[config.mk]
export PLATFORM = sky130hd
export DESIGN_NAME = median_of_nine_flat
export DESIGN_NICKNAME = d
export VERILOG_FILES = /design/src/sv/mon_pkg.sv /design/src/sv/mon_if.sv /design/src/sv/median_of_nine.sv /design/src/flat_wrapper.sv
export SDC_FILE = /design/constraint.sdc
export NUM_CORES = 1
export LEC_CHECK = 0
export BUFFER_PORTS_ARGS = -buffer_cell sky130_fd_sc_hd__buf_4
export CAP_MARGIN = 20
export CORE_MARGIN = 1
export CORE_UTILIZATION = 62
export CTS_CLUSTER_DIAMETER = 30
export CTS_CLUSTER_SIZE = 14
export DETAILED_ROUTE_END_ITERATION = 16
export GPL_TIMING_DRIVEN = 0
export MAX_ROUTING_LAYER = met4
export PLACE_DENSITY = 0.82
export SLEW_MARGIN = 10
export SYNTH_ARGS = -nofsm -noshare
export SYNTH_HDL_FRONTEND = slang
export SYNTH_SLANG_ARGS = --single-unit
[constraint.sdc]
create_clock -name clk_i -period 10.1 [get_ports clk_i]
set_input_delay 3.03 -clock clk_i [delete_from_list [all_inputs] [get_ports clk_i]]
set_output_delay 3.03 -clock clk_i [all_outputs]
set_load 0.01 [all_outputs]
[src/sv/mon_pkg.sv]
package mon_pkg;

  // Default width of one window sample.
  localparam int unsigned SAMPLE_WIDTH = 16;

  // Samples in one 3x3 window.
  localparam int unsigned NUM_SAMPLES = 9;

endpackage

[src/sv/mon_if.sv]
// Window channel: nine samples of a 3x3 window in row-major order.
interface mon_win_if #(
  parameter int unsigned SampleWidth = mon_pkg::SAMPLE_WIDTH
);
  logic                   valid;
  logic                   ready;
  logic [SampleWidth-1:0] sample_0;
  logic [SampleWidth-1:0] sample_1;
  logic [SampleWidth-1:0] sample_2;
  logic [SampleWidth-1:0] sample_3;
  logic [SampleWidth-1:0] sample_4;
  logic [SampleWidth-1:0] sample_5;
  logic [SampleWidth-1:0] sample_6;
  logic [SampleWidth-1:0] sample_7;
  logic [SampleWidth-1:0] sample_8;

  modport source (
    output valid, sample_0, sample_1, sample_2, sample_3, sample_4,
           sample_5, sample_6, sample_7, sample_8,
    input  ready
  );

  modport sink (
    input  valid, sample_0, sample_1, sample_2, sample_3, sample_4,
           sample_5, sample_6, sample_7, sample_8,
    output ready
  );
endinterface

// Median channel: one median word per window.
interface mon_med_if #(
  parameter int unsigned SampleWidth = mon_pkg::SAMPLE_WIDTH
);
  logic                   valid;
  logic                   ready;
  logic [SampleWidth-1:0] median_value;

  modport source (
    output valid, median_value,
    input  ready
  );

  modport sink (
    input  valid, median_value,
    output ready
  );
endinterface

[src/sv/median_of_nine.sv]
// Channel    Dir  Width per field   Contents
// win_i      in   9 x SampleWidth   sample_0..sample_8, 3x3 window, row-major
// med_o      out  1 x SampleWidth   median_value, median of the window
//
// One window word is taken every cycle unless a stall on med_o backs up to win_i;
// its median passes the three register stages of the selection network:
// row sort, column/min/max, final median of three.
// Reset (rst_ni low, asynchronous) empties every stage; data registers are not reset.
// A stall on med_o holds the full stages in place and backs up to win_i.ready;
// empty stages keep filling, so nothing is lost or repeated.
module median_of_nine #(
  parameter int unsigned SampleWidth = mon_pkg::SAMPLE_WIDTH
) (
  input  logic      clk_i,
  input  logic      rst_ni,
  mon_win_if.sink   win_i,
  mon_med_if.source med_o
);

  localparam int unsigned NumSamples = mon_pkg::NUM_SAMPLES;

  typedef logic [SampleWidth-1:0] sample_t;
  typedef logic [2:0][SampleWidth-1:0] row_t;

  // Median of three values by compare only.
  function automatic sample_t med3(sample_t a, sample_t b, sample_t c);
    sample_t lo;
    sample_t hi;
    sample_t m;
    lo = (a > b) ? b : a;
    hi = (a > b) ? a : b;
    m  = (hi > c) ? c : hi;
    return (lo > m) ? lo : m;
  endfunction

  function automatic sample_t max3(sample_t a, sample_t b, sample_t c);
    sample_t m;
    m = (a > b) ? a : b;
    return (m > c) ? m : c;
  endfunction

  function automatic sample_t min3(sample_t a, sample_t b, sample_t c);
    sample_t m;
    m = (a < b) ? a : b;
    return (m < c) ? m : c;
  endfunction

  // Sorts a row of three with three compare-exchanges; element 0 is the smallest.
  function automatic row_t sort3(sample_t a, sample_t b, sample_t c);
    sample_t x;
    sample_t y;
    sample_t z;
    sample_t t;
    x = a;
    y = b;
    z = c;
    t = '0;
    if (y > z) begin
      t = y; y = z; z = t;
    end
    if (x > y) begin
      t = x; x = y; y = t;
    end
    if (y > z) begin
      t = y; y = z; z = t;
    end
    return {z, y, x};
  endfunction

  // Stage enables: a stage moves when it is empty or its successor moves.
  logic v1_q, v2_q, v3_q;
  logic adv1, adv2, adv3;
  logic win_acc;

  assign adv3        = !v3_q || med_o.ready;
  assign adv2        = !v2_q || adv3;
  assign adv1        = !v1_q || adv2;
  assign win_i.ready = adv1;
  assign win_acc     = win_i.valid && adv1;

  // Stage 1: sort each row of three with three compare-exchanges.
  sample_t win [NumSamples];
  sample_t s1_d [NumSamples];
  sample_t s1_q [NumSamples];

  assign win[0] = win_i.sample_0;
  assign win[1] = win_i.sample_1;
  assign win[2] = win_i.sample_2;
  assign win[3] = win_i.sample_3;
  assign win[4] = win_i.sample_4;
  assign win[5] = win_i.sample_5;
  assign win[6] = win_i.sample_6;
  assign win[7] = win_i.sample_7;
  assign win[8] = win_i.sample_8;

  assign {s1_d[2], s1_d[1], s1_d[0]} = sort3(win[0], win[1], win[2]);
  assign {s1_d[5], s1_d[4], s1_d[3]} = sort3(win[3], win[4], win[5]);
  assign {s1_d[8], s1_d[7], s1_d[6]} = sort3(win[6], win[7], win[8]);

  // Stage 2: largest row minimum, median of the middle column, smallest row maximum.
  sample_t lo_d, mid_d, hi_d;
  sample_t lo_q, mid_q, hi_q;

  assign lo_d  = max3(s1_q[0], s1_q[3], s1_q[6]);
  assign mid_d = med3(s1_q[1], s1_q[4], s1_q[7]);
  assign hi_d  = min3(s1_q[2], s1_q[5], s1_q[8]);

  // Stage 3: the centre of the sorted anti-diagonal is the median.
  sample_t med_d, med_q;

  assign med_d = med3(hi_q, mid_q, lo_q);

  // Valid bits travel with the data.
  always_ff @(posedge clk_i or negedge rst_ni) begin
    if (!rst_ni) begin
      v1_q <= 1'b0;
      v2_q <= 1'b0;
      v3_q <= 1'b0;
    end else begin
      if (adv1) begin
        v1_q <= win_i.valid;
      end
      if (adv2) begin
        v2_q <= v1_q;
      end
      if (adv3) begin
        v3_q <= v2_q;
      end
    end
  end

  // Payload registers, loaded only when the stage moves.
  always_ff @(posedge clk_i) begin
    if (win_acc) begin
      s1_q <= s1_d;
    end
    if (adv2 && v1_q) begin
      lo_q  <= lo_d;
      mid_q <= mid_d;
      hi_q  <= hi_d;
    end
    if (adv3 && v2_q) begin
      med_q <= med_d;
    end
  end

  assign med_o.valid        = v3_q;
  assign med_o.median_value = med_q;

`ifndef NO_ASSERTIONS
  // Back-pressure reaches the input only when every stage is full and stalled.
  a_ready_full : assert property (@(posedge clk_i) disable iff (!rst_ni)
    !win_i.ready |-> (v1_q && v2_q && v3_q && !med_o.ready))
    else $error("input stalled while the pipeline has room");

  // A full first stage holds its rows sorted.
  a_rows_sorted : assert property (@(posedge clk_i) disable iff (!rst_ni)
    v1_q |-> (s1_q[0] <= s1_q[1] && s1_q[1] <= s1_q[2] &&
              s1_q[3] <= s1_q[4] && s1_q[4] <= s1_q[5] &&
              s1_q[6] <= s1_q[7] && s1_q[7] <= s1_q[8]))
    else $error("row sort stage holds an unsorted row");

  // A stalled middle stage keeps its word.
  a_s2_hold : assert property (@(posedge clk_i) disable iff (!rst_ni)
    (v2_q && !adv2) |=> (v2_q && $stable(lo_q) && $stable(mid_q) && $stable(hi_q)))
    else $error("middle stage lost or changed a stalled word");

  // A stalled first stage keeps element 4 of its word.
  a_s1_hold : assert property (@(posedge clk_i) disable iff (!rst_ni)
    (v1_q && !adv1) |=> (v1_q && $stable(s1_q[4])))
    else $error("row sort stage lost or changed a stalled word");
`endif

endmodule
[src/flat_wrapper.sv]
// flat-port wrapper written by rule: the top's interface ports become plain ports
module median_of_nine_flat 
#(
  parameter int unsigned SampleWidth = mon_pkg::SAMPLE_WIDTH
)
  (clk_i, rst_ni, win_i_valid, win_i_sample_0, win_i_sample_1, win_i_sample_2, win_i_sample_3, win_i_sample_4, win_i_sample_5, win_i_sample_6, win_i_sample_7, win_i_sample_8, win_i_ready, med_o_valid, med_o_median_value, med_o_ready);
  mon_win_if #(.SampleWidth(SampleWidth)) win_i_i ();
  mon_med_if #(.SampleWidth(SampleWidth)) med_o_i ();
  input  logic clk_i;
  input  logic rst_ni;
  input wire logic [$bits(win_i_i.valid)-1:0] win_i_valid;
  input wire logic [$bits(win_i_i.sample_0)-1:0] win_i_sample_0;
  input wire logic [$bits(win_i_i.sample_1)-1:0] win_i_sample_1;
  input wire logic [$bits(win_i_i.sample_2)-1:0] win_i_sample_2;
  input wire logic [$bits(win_i_i.sample_3)-1:0] win_i_sample_3;
  input wire logic [$bits(win_i_i.sample_4)-1:0] win_i_sample_4;
  input wire logic [$bits(win_i_i.sample_5)-1:0] win_i_sample_5;
  input wire logic [$bits(win_i_i.sample_6)-1:0] win_i_sample_6;
  input wire logic [$bits(win_i_i.sample_7)-1:0] win_i_sample_7;
  input wire logic [$bits(win_i_i.sample_8)-1:0] win_i_sample_8;
  output wire logic [$bits(win_i_i.ready)-1:0] win_i_ready;
  output wire logic [$bits(med_o_i.valid)-1:0] med_o_valid;
  output wire logic [$bits(med_o_i.median_value)-1:0] med_o_median_value;
  input wire logic [$bits(med_o_i.ready)-1:0] med_o_ready;
  assign win_i_i.valid = win_i_valid;
  assign win_i_i.sample_0 = win_i_sample_0;
  assign win_i_i.sample_1 = win_i_sample_1;
  assign win_i_i.sample_2 = win_i_sample_2;
  assign win_i_i.sample_3 = win_i_sample_3;
  assign win_i_i.sample_4 = win_i_sample_4;
  assign win_i_i.sample_5 = win_i_sample_5;
  assign win_i_i.sample_6 = win_i_sample_6;
  assign win_i_i.sample_7 = win_i_sample_7;
  assign win_i_i.sample_8 = win_i_sample_8;
  assign win_i_ready = win_i_i.ready;
  assign med_o_valid = med_o_i.valid;
  assign med_o_median_value = med_o_i.median_value;
  assign med_o_i.ready = med_o_ready;
  median_of_nine #(.SampleWidth(SampleWidth)) u_core (.clk_i(clk_i), .rst_ni(rst_ni), .win_i(win_i_i), .med_o(med_o_i));
endmodule
# == After elaboration in Yosys (flattened, before gate mapping) ==
# Cells that the tools add are included.
# W data, S select, Z words.
# totals
regBits,211
in_bits,148
out_inout_bits,18
# op_classes
magnitude_cmp,19
mux,30
reduce_logical,9
# op_table
cell,n
$mux W16,30
$gt A16 B16 Y1,17
$lt A16 B16 Y1,2
$logic_and A1 B1 Y1,3
$logic_not A1 Y1,3
$logic_or A1 B1 Y1,3

# == Longest topological paths before layout ==
# depth
ltp_word,6
ltp_mapped,36
depth_no_buf,32

# == Worst setup path before layout ==
# Ideal clock, no wire load.
# synth_path
kind,input -> register
startpoint,input win_i_sample_5[14]
endpoint,"register u_core.s1_q[55] (netlist name), data pin"
setup_ns,0.276
arrival_time_ns,9.285
path_slack_ns,0.538
stages,33
n_path_buf,7
cell_sequence,inv_1 ha_1 nand4_1 nor4_1 a21boi_0 o31a_1 buf_2 buf_1 mux2i_1 ha_1 a21o_1 a21o_1 a21o_1 a21oi_1 o211ai_1 a311oi_1 o31ai_2 o211ai_2 buf_6 buf_2 a21oi_1 ha_1 nor2b_1 o21a_1 o21ai_0 a21oi_1 nor3_1 o311a_1 or2_2 clkbuf_1 clkbuf_1 clkbuf_1 mux2i_1
# synth_rtl
item,line,rtl
start: declaration,flat_wrapper.sv:17,input wire logic [$bits(win_i_i.sample_5)-1:0] win_i_sample_5;
end signal: assignment,median_of_nine.sv:135,s1_q <= s1_d;
end: declaration,median_of_nine.sv:84,sample_t s1_q [NumSamples];

==> summary.md <==
| Metric | Value |
|---|---|
| Finished Cell Area | 23,300 um2 |
| Yosys warns | 0 |
| Mean Syn Cell Area | 9.39 um2 |
| Commonest cells after routing, fill and taps aside | ha_1 (296), inv_1 (257), edfxtp_1 (208), buf_4 (175), a21oi_1 (168) |
| Critical Path RT | 10,480 ps |
| Initial antenna violation count | 4 |
| Leakage | 11.1 nW |
| Syn nets | 2,534 |
| Clock-pin slew on the worst setup and hold paths | 50 ps |
| Main flop type after synthesis | edfxtp_1 |
| Cell Count, Final, Fillers Out | 2,745 |
| Peak supply drop | 0.182 mV |
| Worst-path cell with the longest stage delay | nor4_4 |
| Core area | 30,800 um2 |
| Met2 Usage GRT | 61.2% |
| Worst setup SP type | primary input |
| Vias in the first global route | 16,895 |
| FP Rows | 64 |
| Largest net degree at the start of global routing | between 60 and 70 |
| DR vias | 17,245 |
| Vias per cell | 6.28 |
| Fmax | 102 MHz |
| Element type at the critical path end | flip-flop |
| Worst Path Max Fanout | 10 |
| Crit Path Class | in -> reg |
| Final wirelength | 60.0 mm |
| Seq/Total Area, Yosys | 32.2% |
| Post-synth EDFFs | 208 |
| Final hold vios | 0 |
| First-pass GRT wire length | 92.5 mm |
| Fraction of registers with async set/reset | 1.42% |
| Initial DRC count | 1,580 |
| Worst-margin pin slew | 1040 ps |
| P&R area growth vs syn | 18.7% |
| Final setup viols | 0 |
| Tcrit/Tclk final | 96.7% |
| DP Wirelength | 47.7 mm |
| Final min period | 9770 ps |
| Routed len/inst | 21.9 um |
| Nets | 2,753 |
| Post-Syn Area | 19,600 um2 |
| Slew Viols, Final | 0 |
| Die W | about 180 um |
| Total track usage | 37.8% |
| DRT Pass-1 Iters | 11 |
| Dpl cells | around 2,700 |
| Worst slew margin | 30.4% |
| Max-Cap Viols | 0 |
| Cts bufs inserted | 46 |
| I/O pin cnt | 166 |
| Commonest non-fill, non-tap cell in the layout | ha_1 |
| Crit-path max cell delay | 400 ps |
| Failing checks | DRC |
| Share of cells above drive strength 1 | 19.0% |
| Status | finished, violations left |
| Worst skew pair latency | 570 ps |
| Power Density | about 320 nW/um2 |
| Post-CTS Hold Buffers | 0 |
| # DRC | 6 |
| Grt total ovfl | 0 |
| CTS H-Tree Depth | 2 |
| GRT met3 Usage | 5.69% |
| IO buf count | around 160 |
| Clock sink count | 211 |
| Cell count after synthesis | 2,090 |
| GRT busiest layer | met2 |
| Initial Util | 63.6% |
| #FFs+latches synth | 211 |
| Worst hold-check path type | reg -> reg |
| GR Layer Usage met1 | 47.8% |
| CTS tree | done |
| Synth cell types | between 60 and 70 |
| Post-Place Cell Area | approximately 21,000 um2 |
| Die ar. | 32,400 um2 |
| CTS Root Cell | clkbuf_16 |
| Clk_skew | 26.1 ps |
| Number of antenna-violating nets in the routed design | 0 |
| CP arrival | 10,150 ps |
| Die height | 180 um |
| GP Congestion | slightly below 1 |
| Longest Clk Path Bufs | 3 |
[synth_stat cells, types with 3 or more instances]
master    number  area share (%)
nand3_1       21            0.54
nor2b_1       31            0.99
and3_1         4            0.13
xnor2_1        5            0.22
dfrtp_1        3            0.38
mux2i_1      172             8.8
ha_1         296              19
o211a_1        3            0.15
nor2_1       133             2.5
buf_2         14            0.36
nor3_1        18            0.46
or3_1         31            0.99
a21oi_1      177             4.5
o31ai_1        4            0.15
and2_1         9            0.29
nor4_1         5            0.16
buf_1         12            0.23
o221a_2       34             2.0
a21o_1        62             2.4
and4_1         7            0.31
o31a_1         5            0.22
a211oi_1       7            0.27
nand2b_1      15            0.48
buf_4          3            0.11
inv_1        257             4.9
clkbuf_1      46            0.88
a21oi_2        3            0.13
mux2_2        79             4.5
o21a_1        25            0.96
buf_6          3            0.17
a211o_1        3            0.13
nand2_1      148             2.8
a21boi_0       3            0.11
a311oi_1       3            0.13
or4_1          4            0.15
edfxtp_1     208              32
o21ai_0      134             3.4
o211ai_1      11            0.42
nand4_1       51             1.6
[final timing paths]
check | from | end | slack [ps] | cells after the start
min in group asynchronous | rst_ni | u_core.v1_q$_DFFE_PN0N_ | 2250 | 1
setup reg to reg | u_core.s1_q[125]$_DFFE_PP_ | u_core.mid_q[8]$_DFFE_PP_ | 1440 | 32
hold / removal | u_core.v1_q$_DFFE_PN0N_ | u_core.v2_q$_DFFE_PN0P_ | 520 | 1
max in group asynchronous | rst_ni | u_core.med_o.valid$_DFFE_PN0P_ | 7760 | 1
setup / recovery | win_i_sample_5[14] | u_core.s1_q[57]$_DFFE_PP_ | 330 | 34
hold reg to reg | u_core.v1_q$_DFFE_PN0N_ | u_core.v2_q$_DFFE_PN0P_ | 520 | 1
[critical path, delay by kind of cell]
kind	cells	cell delay, ps
compound gates	15	2640
simple gates	5	1030
buf+inv	9	1890
mux	2	560
fa+ha+maj	3	970
[where the power goes]
part,internal (W),switching [W]
combinational,0.00185,0.00248
sequential,0.00144,0.000211
clock,0.00105,0.000525
[final cells by class]
cell class / instances / area (um2)
Timing Repair Buffer: 171 / 1330
Clock inverter: 37 / 475
Multi-Input combinational cell: 1544 / 12200
Sequential cell: 211 / 6320
Fill cell: 2219 / 7540
Inverter: 257 / 965
Clock buffer: 48 / 1160
Tap cell: 396 / 495
Buffer: 78 / 382
Antenna cell: 3 / 7.51
[sequential cells by signal, summed over array words and instances, names as in the netlist]
register and cells:
u_core.med_o.valid 1, u_core.v1_q 1, u_core.med_o.median_value 16, u_core.v2_q 1, u_core.hi_q 16, u_core.lo_q 16, u_core.s1_q 144, u_core.mid_q 16
[stage by stage]
stage	utilization [%]	setup TNS, ps	total power, W	setup WS [ps]	hold slack, ps
detailed placement	69.5	-70010	0.00580	-1160	487
floorplan	-	0	0.00460	538	449
CTS	75.0	0	0.00744	0.842	517
global placement	69.2	-55690	0.00566	-971	466
global route	75.5	-45.6	0.00807	-25.6	542
finish	75.5	0	0.00755	335	516
[metal layers]
layer	vias up	share of wire, %
li1	8107	-
met1	8168	42
met2	817	47
met3	153	8.1
met4	0	3.7
met5	-	0
[cell families after synthesis]
logic type                 count (synthesis)  synth area share, %
buffers and inverters                    335                 6.67
adders and majority gates                298                 19.0
xor gates and xnor gates                   5                0.223
DFF                                      211                 32.2
and+or+nand+nor                          485                 11.8
AOI/OAI and AO/OA                        503                 16.5
muxes                                    253                 13.5
[timing repair]
action                     4_1_cts  5_1_grt
setup buffers                    0        4
gates resized for setup         19       50
pin swaps                        0        3
setup endpoints to repair       74       90
Note: power is estimated with default switching activity, not from simulation.
